==> config.mk <==
export PLATFORM = sky130hd
export DESIGN_NAME = cpr_divider
export DESIGN_NICKNAME = d
export VERILOG_FILES = /design/src/cpr_pkg.sv /design/src/cpr_divider.sv
export SDC_FILE = /design/constraint.sdc
export NUM_CORES = 1
export LEC_CHECK = 0
export BUFFER_PORTS_ARGS = -buffer_cell sky130_fd_sc_hd__buf_2
export CAP_MARGIN = 20
export CORE_ASPECT_RATIO = 0.9
export CORE_MARGIN = 1.5
export CORE_UTILIZATION = 25
export DETAILED_ROUTE_END_ITERATION = 8
export PLACE_DENSITY = 0.54
export SYNTH_ARGS = -nofsm -noshare
export SYNTH_HDL_FRONTEND = slang
export SYNTH_SLANG_ARGS = --single-unit
==> constraint.sdc <==
create_clock -name clock -period 3.92 [get_ports clock]
set_input_delay 0.784 -clock clock [delete_from_list [all_inputs] [get_ports clock]]
set_output_delay 0.784 -clock clock [all_outputs]
set_load 0.01 [all_outputs]
==> src/cpr_pkg.sv <==
// shared types, constants and codes for the chunk placement remapper
package cpr_pkg;
   localparam int MAX_CHUNKS = 1024;
   localparam int SW = $clog2(MAX_CHUNKS);
   localparam int CW = SW + 1;

   localparam logic [1:0] KIND_MOVE   = 2'd0;
   localparam logic [1:0] KIND_WIPE   = 2'd1;
   localparam logic [1:0] KIND_ACCESS = 2'd2;
   localparam logic [1:0] KIND_ERROR  = 2'd3;

   localparam logic [1:0] ST_OK       = 2'd0;
   localparam logic [1:0] ST_UNMAPPED = 2'd1;
   localparam logic [1:0] ST_BEYOND   = 2'd2;
   localparam logic [1:0] ST_STALE    = 2'd3;

   localparam logic [0:0] REG_CHUNK_SIZE = 1'd0;
   localparam logic [0:0] REG_FILE_SIZE  = 1'd1;

   typedef enum logic [4:0] {
      S_IDLE, S_DIV, S_CNT, S_LOOK, S_LOOKW, S_CHK, S_PULL, S_PULLW, S_EMIT1,
      S_SWAP, S_SWAPW, S_ORD, S_ORDW, S_UPD, S_FINAL, S_MUL, S_ACC, S_LEN, S_CLR
   } state_type;

   // divider request and reply
   typedef struct packed {
      logic        go;
      logic [34:0] dividend;
   } div_req_type;

   typedef struct packed {
      logic        done;
      logic [34:0] quot;
      logic [24:0] rem;
   } div_rsp_type;
endpackage

==> src/cpr_divider.sv <==
// restoring divider, one quotient bit per cycle, shared for all divisions
module cpr_divider (
   input  logic                 clock,
   input  logic                 reset,
   input  logic [24:0]          divisor,
   input  cpr_pkg::div_req_type req,
   output cpr_pkg::div_rsp_type rsp
);
   import cpr_pkg::*;

   logic [34:0] q_ff, q_in;
   logic [25:0] r_ff, r_in;
   logic [5:0]  cnt_ff, cnt_in;
   logic        run_ff, run_in;
   logic [25:0] trial;
   logic [34:0] step_q;
   logic [25:0] step_r;

   always_comb begin
      trial = {r_ff[24:0], q_ff[34]};
      if (trial >= {1'b0, divisor}) begin
         step_r = trial - {1'b0, divisor};
         step_q = {q_ff[33:0], 1'b1};
      end else begin
         step_r = trial;
         step_q = {q_ff[33:0], 1'b0};
      end
      q_in = q_ff;
      r_in = r_ff;
      cnt_in = cnt_ff;
      run_in = run_ff;
      if (req.go) begin
         q_in = req.dividend;
         r_in = '0;
         cnt_in = 6'd35;
         run_in = 1'b1;
      end else if (run_ff) begin
         q_in = step_q;
         r_in = step_r;
         cnt_in = cnt_ff - 6'd1;
         if (cnt_ff == 6'd1) run_in = 1'b0;
      end
   end

   always_ff @(posedge clock) begin
      if (reset) begin
         run_ff <= 1'b0;
         cnt_ff <= '0;
      end else begin
         run_ff <= run_in;
         cnt_ff <= cnt_in;
      end
      q_ff <= q_in;
      r_ff <= r_in;
   end

   // the reply is the final step itself, unaffected by a new request in the same cycle
   assign rsp.done = run_ff && cnt_ff == 6'd1;
   assign rsp.quot = step_q;
   assign rsp.rem  = step_r[24:0];
endmodule

Word-level counts from Yosys, hierarchy flattened
Index checks and enable logic that the tools add are counted.
{ "totals": {"elab_cells": 21, "output_inout_bits": 61, "reg_bits": 67} }
{ "classes": {"mux": 9, "order_cmp": 1, "n_reduce_logical": 3, "n_eq_ne": 1, "addsub": 2} }
{ "ops": {"columns": ["operator", "n"], "rows": [
  ["35-bit two-way mux", 2],
  ["26-bit by 25-bit greater-or-equal comparator with 1-bit output", 1],
  ["25-bit two-way mux", 1],
  ["25-bit subtractor", 1],
  ["6-bit two-way mux", 2],
  ["6-bit by 1-bit equality test with 1-bit output (second input constant)", 1],
  ["6-bit by 1-bit subtractor with 6-bit output (second input constant)", 1],
  ["1-bit two-way mux", 4],
  ["2-bit nonzero test", 1],
  ["2-bit OR reduction", 1],
  ["1-bit logical AND", 1]
]} }

Logic depth before layout (Yosys ltp)
{ "logic_depth": {"depth_word": 4, "depth_mapped": 13, "depth_no_buf": 11} }

Least setup slack after synthesis
Ideal clock, no wire load.
{ "synth_timing": {"path_kind": "input to output", "from": "input port divisor[9]", "to": "output port rsp[0] in the netlist's numbering", "required_ns": 3.136, "n_path_buf": 3, "path_slack_ns": 0.243, "t_arrival_ns": 2.893, "cell_stages": 12, "cell_sequence": "inv_1 ha_1 buf_2 and4_4 nand3_2 o21bai_2 a21oi_2 o31ai_4 buf_4 buf_6 nor2_1 a21oi_1"} }
{ "synth_rtl": {"columns": ["element", "line_no", "rtl"], "rows": [
  ["from (decl)", "cpr_divider.sv:5", "input logic [24:0] divisor,"],
  ["to (decl)", "cpr_divider.sv:7", "output cpr_pkg::div_rsp_type rsp"]
]} }

==> run metrics <==
CTS tree=built; Final Slew Violations=0; fillcell total=a little over 2k; number of standard cells in the layout, taps in and fillers out=921; # Max-Cap Violations=0; share of final-layout standard cells stronger than drive strength 1=45.3%; count of different cell masters after synthesis=69; placement row count=48; violation count after the first detailed-routing iteration=between 200 and 250; maximum operating frequency=approximately 0.26 GHz; Placement Cell Area=around 0.006 sq mm; largest area contributor in the synthesized netlist=sky130_fd_sc_hd__edfxtp_1; path type of the worst setup path=primary input to output port; number of top-level pins=roughly 120; deepest level of the CTS H-tree=3; clk sinks=67; worst-case clock buffer depth=2; detailed-placement wirelength estimate=10.3 mm; antenna violations before repair=0; gp weighted congestion=about 0.83; total leakage power=around 3.0 nW; fraction of synthesis flops using an asynchronous set or reset pin=0%; Mapped Nets=around 630; count of final hold-check violations=0; total area of multi-input combinational cells=0.00306 sq mm; routed vias/inst=4.69; post-synth top area share=between 20% and 30%; final setup vio count=0; fraction of power consumed by the clock network=~33%; top library cells by usage in the layout, fill and taps aside=sky130_fd_sc_hd__buf_2 (111), sky130_fd_sc_hd__buf_4 (48), sky130_fd_sc_hd__nor2_1 (46), sky130_fd_sc_hd__mux2_2 (43), sky130_fd_sc_hd__edfxtp_1 (35); Synth Area per Inst=approximately 9.4 sq um; clock skew after layout=approximately 0.007 ns; worst path required time=3.14 ns; most frequent standard cell in the layout excluding fill and tap cells=sky130_fd_sc_hd__buf_2; switching share of power=31.1%; full die area=~0.021 sq mm; first-pass GRT wire length=22.3 mm; total instance count after detailed placement=889; combinational group share of total power=between 30% and 40%; initial cell density of the core=approximately 26%; slew at the pin closest to its max-slew limit=~0.64 ns; vias in the first global route=approximately 4k; pwr/cell area=402 mW/mm^2; total global routing track utilization=a little over an eighth; P&R area growth vs syn=35.3%; floorplan die width=between 150 and 200 microns; biggest area contributors in the synthesized netlist=sky130_fd_sc_hd__edfxtp_1 (21%), sky130_fd_sc_hd__dfxtp_1 (13%), sky130_fd_sc_hd__mux2_2 (11%); Period Utilization, post-route=a little over nine tenths; EDFF count, synth=35; worst hold slack after final layout=between 0.5 and 0.6 ns; clk_lat worst skew=approximately 0.34 ns; run status=completed; unrepaired setup endpoints after global routing=true; core box area=around 0.019 sq mm; Syn Std Cell Area=around 0.005 sq mm; DIE HEIGHT=about 140 microns; CP Capture Type=output port; largest fanout of any net on the critical path=3; port bufs=between 100 and 150; relative slew slack=between 50% and 60%; Detail Route Antenna Nets=0; Hold-fix buffers, CTS=0; VDD IR-drop max=between 0.15 and 0.2 mV; number of buffers created by CTS=9; router iterations before antenna repair=4; Warnings, synthesis=0; clock transition at the registers of the reported paths=around 0.06 ns; Post-layout nets=757; register bit count reported by yosys=67; master cell of the clock root buffer=sky130_fd_sc_hd__clkbuf_16; cell-internal power=~0.0019 W; Antenna Diode Count=0; DRC Markers=0; maximum number of pins on one net before global-route repair=36; combined flip-flop and latch cell area=0.00169 sq mm; Arr. time, crit path=3.09 ns; power dissipated by switching net loads=0.000846 W; post-synthesis instance total=around 540; final standard cell area without fillers=between 0.006 and 0.007 sq mm; Routed WL per cell=~16 microns; total vias in the final route=approximately 4.3k; type of origin of the critical path=primary input; worst hold-check path type=register to register; total detailed-routing wirelength=roughly 15 mm; clock period minus worst slack=between 3 and 4 ns; Most used DFF post-synth=sky130_fd_sc_hd__edfxtp_1; global route overflow=0; sequential share of power=between 30% and 40%; share of the yosys chip area belonging to registers=33.8%
## cell families after synthesis
| kind of cell | after synthesis | share of synthesized area [%] |
|---|---|---|
| AOI/OAI and AO/OA | 121 | 18.1 |
| muxes | 54 | 12.1 |
| buffers and inverters | 99 | 10.9 |
| and+or+nand+nor | 143 | 14.0 |
| DFF | 67 | 33.8 |
| xor gates and xnor gates | 23 | 4.02 |
| adders and majority gates | 28 | 7.14 |
## power by group through the flow
stage	Sequential, W	Clock [W]	Combinational [W]
after floorplan	0.000860	0	0.000561
after global placement	0.000876	0	0.000790
after detailed placement	0.000876	0	0.000790
after CTS	0.000863	0.000935	0.000883
after global routing	0.000876	0.000959	0.00104
final	0.000865	0.000902	0.000957
## timing repair
item | in CTS | in global routing
cloned | 3 | 0
setup endpoints to repair | 18 | 25
pin swaps | 8 | 12
setup buffers | 5 | 8
gates resized for setup | 34 | 42
## flip-flops by register name, summed over array words and instances (netlist names)
register,count
q_ff,35
r_ff,25
cnt_ff,6
run_ff,1
## metrics by stage
stage	total power (W)	TNS (ns)	utilization [%]	setup WS [ns]
after floorplan	0.00142	0	-	0.243
after global placement	0.00167	-0.0652	30.3	-0.0262
after detailed placement	0.00167	-0.642	30.3	-0.0630
after CTS	0.00268	0	33.3	0.00293
after global routing	0.00288	-0.248	34.9	-0.0443
final	0.00272	0	34.9	0.0503
## synth_stat cells, drive strengths merged (5+ instances only)
cell type / number
mux2: 53
buf: 50
nor2: 48
a21oi: 35
edfxtp: 35
inv: 34
dfxtp: 32
ha: 27
nand2: 21
nand3: 21
xnor2: 17
o21a: 15
nor3: 14
clkbuf: 13
o21ai: 13
a21o: 8
or2: 7
a31o: 6
and3: 6
nand4: 6
xor2: 6
nor4: 5
## layer usage
layer	up-vias	track usage, %	part of all wire, %
met5	-	0	0
met2	98	21.3	46
met1	2042	19.1	49
li1	2176	-	-
met4	0	2.80	0.75
met3	7	2.96	3.7
## critical path: stages
cell and delay (ns):
sky130_fd_sc_hd__buf_6 0.08, sky130_fd_sc_hd__ha_4 0.13, sky130_fd_sc_hd__inv_2 0.03, sky130_fd_sc_hd__fa_2 0.33, sky130_fd_sc_hd__a21o_1 0.23, sky130_fd_sc_hd__a221o_1 0.34, sky130_fd_sc_hd__a21o_1 0.21, sky130_fd_sc_hd__mux2_2 0.28
sky130_fd_sc_hd__nor4b_2 0.32, sky130_fd_sc_hd__mux2_2 0.22, sky130_fd_sc_hd__buf_2 0.13
## final cells by class
class	instances	share of cell area [%]
clock inverter	5	1.14
clock buffer	11	3.58
multi-input combinational	369	45.1
tap	250	4.62
inverter	36	1.99
timing repair buffer	183	18.6
sequential	67	25.0
## worst paths after layout
path | start | slack, ns | endpoint | cells past startpoint
max | divisor[0] | 0.05 | rsp[10] | 11
min | r_ff[2] | 0.57 | r_ff[2] | 2
max reg2reg | q_ff[34] | 0.95 | r_ff[24] | 14
min reg2reg | r_ff[2] | 0.57 | r_ff[2] | 2
No activity file was read; power rests on OpenSTA's default activity.
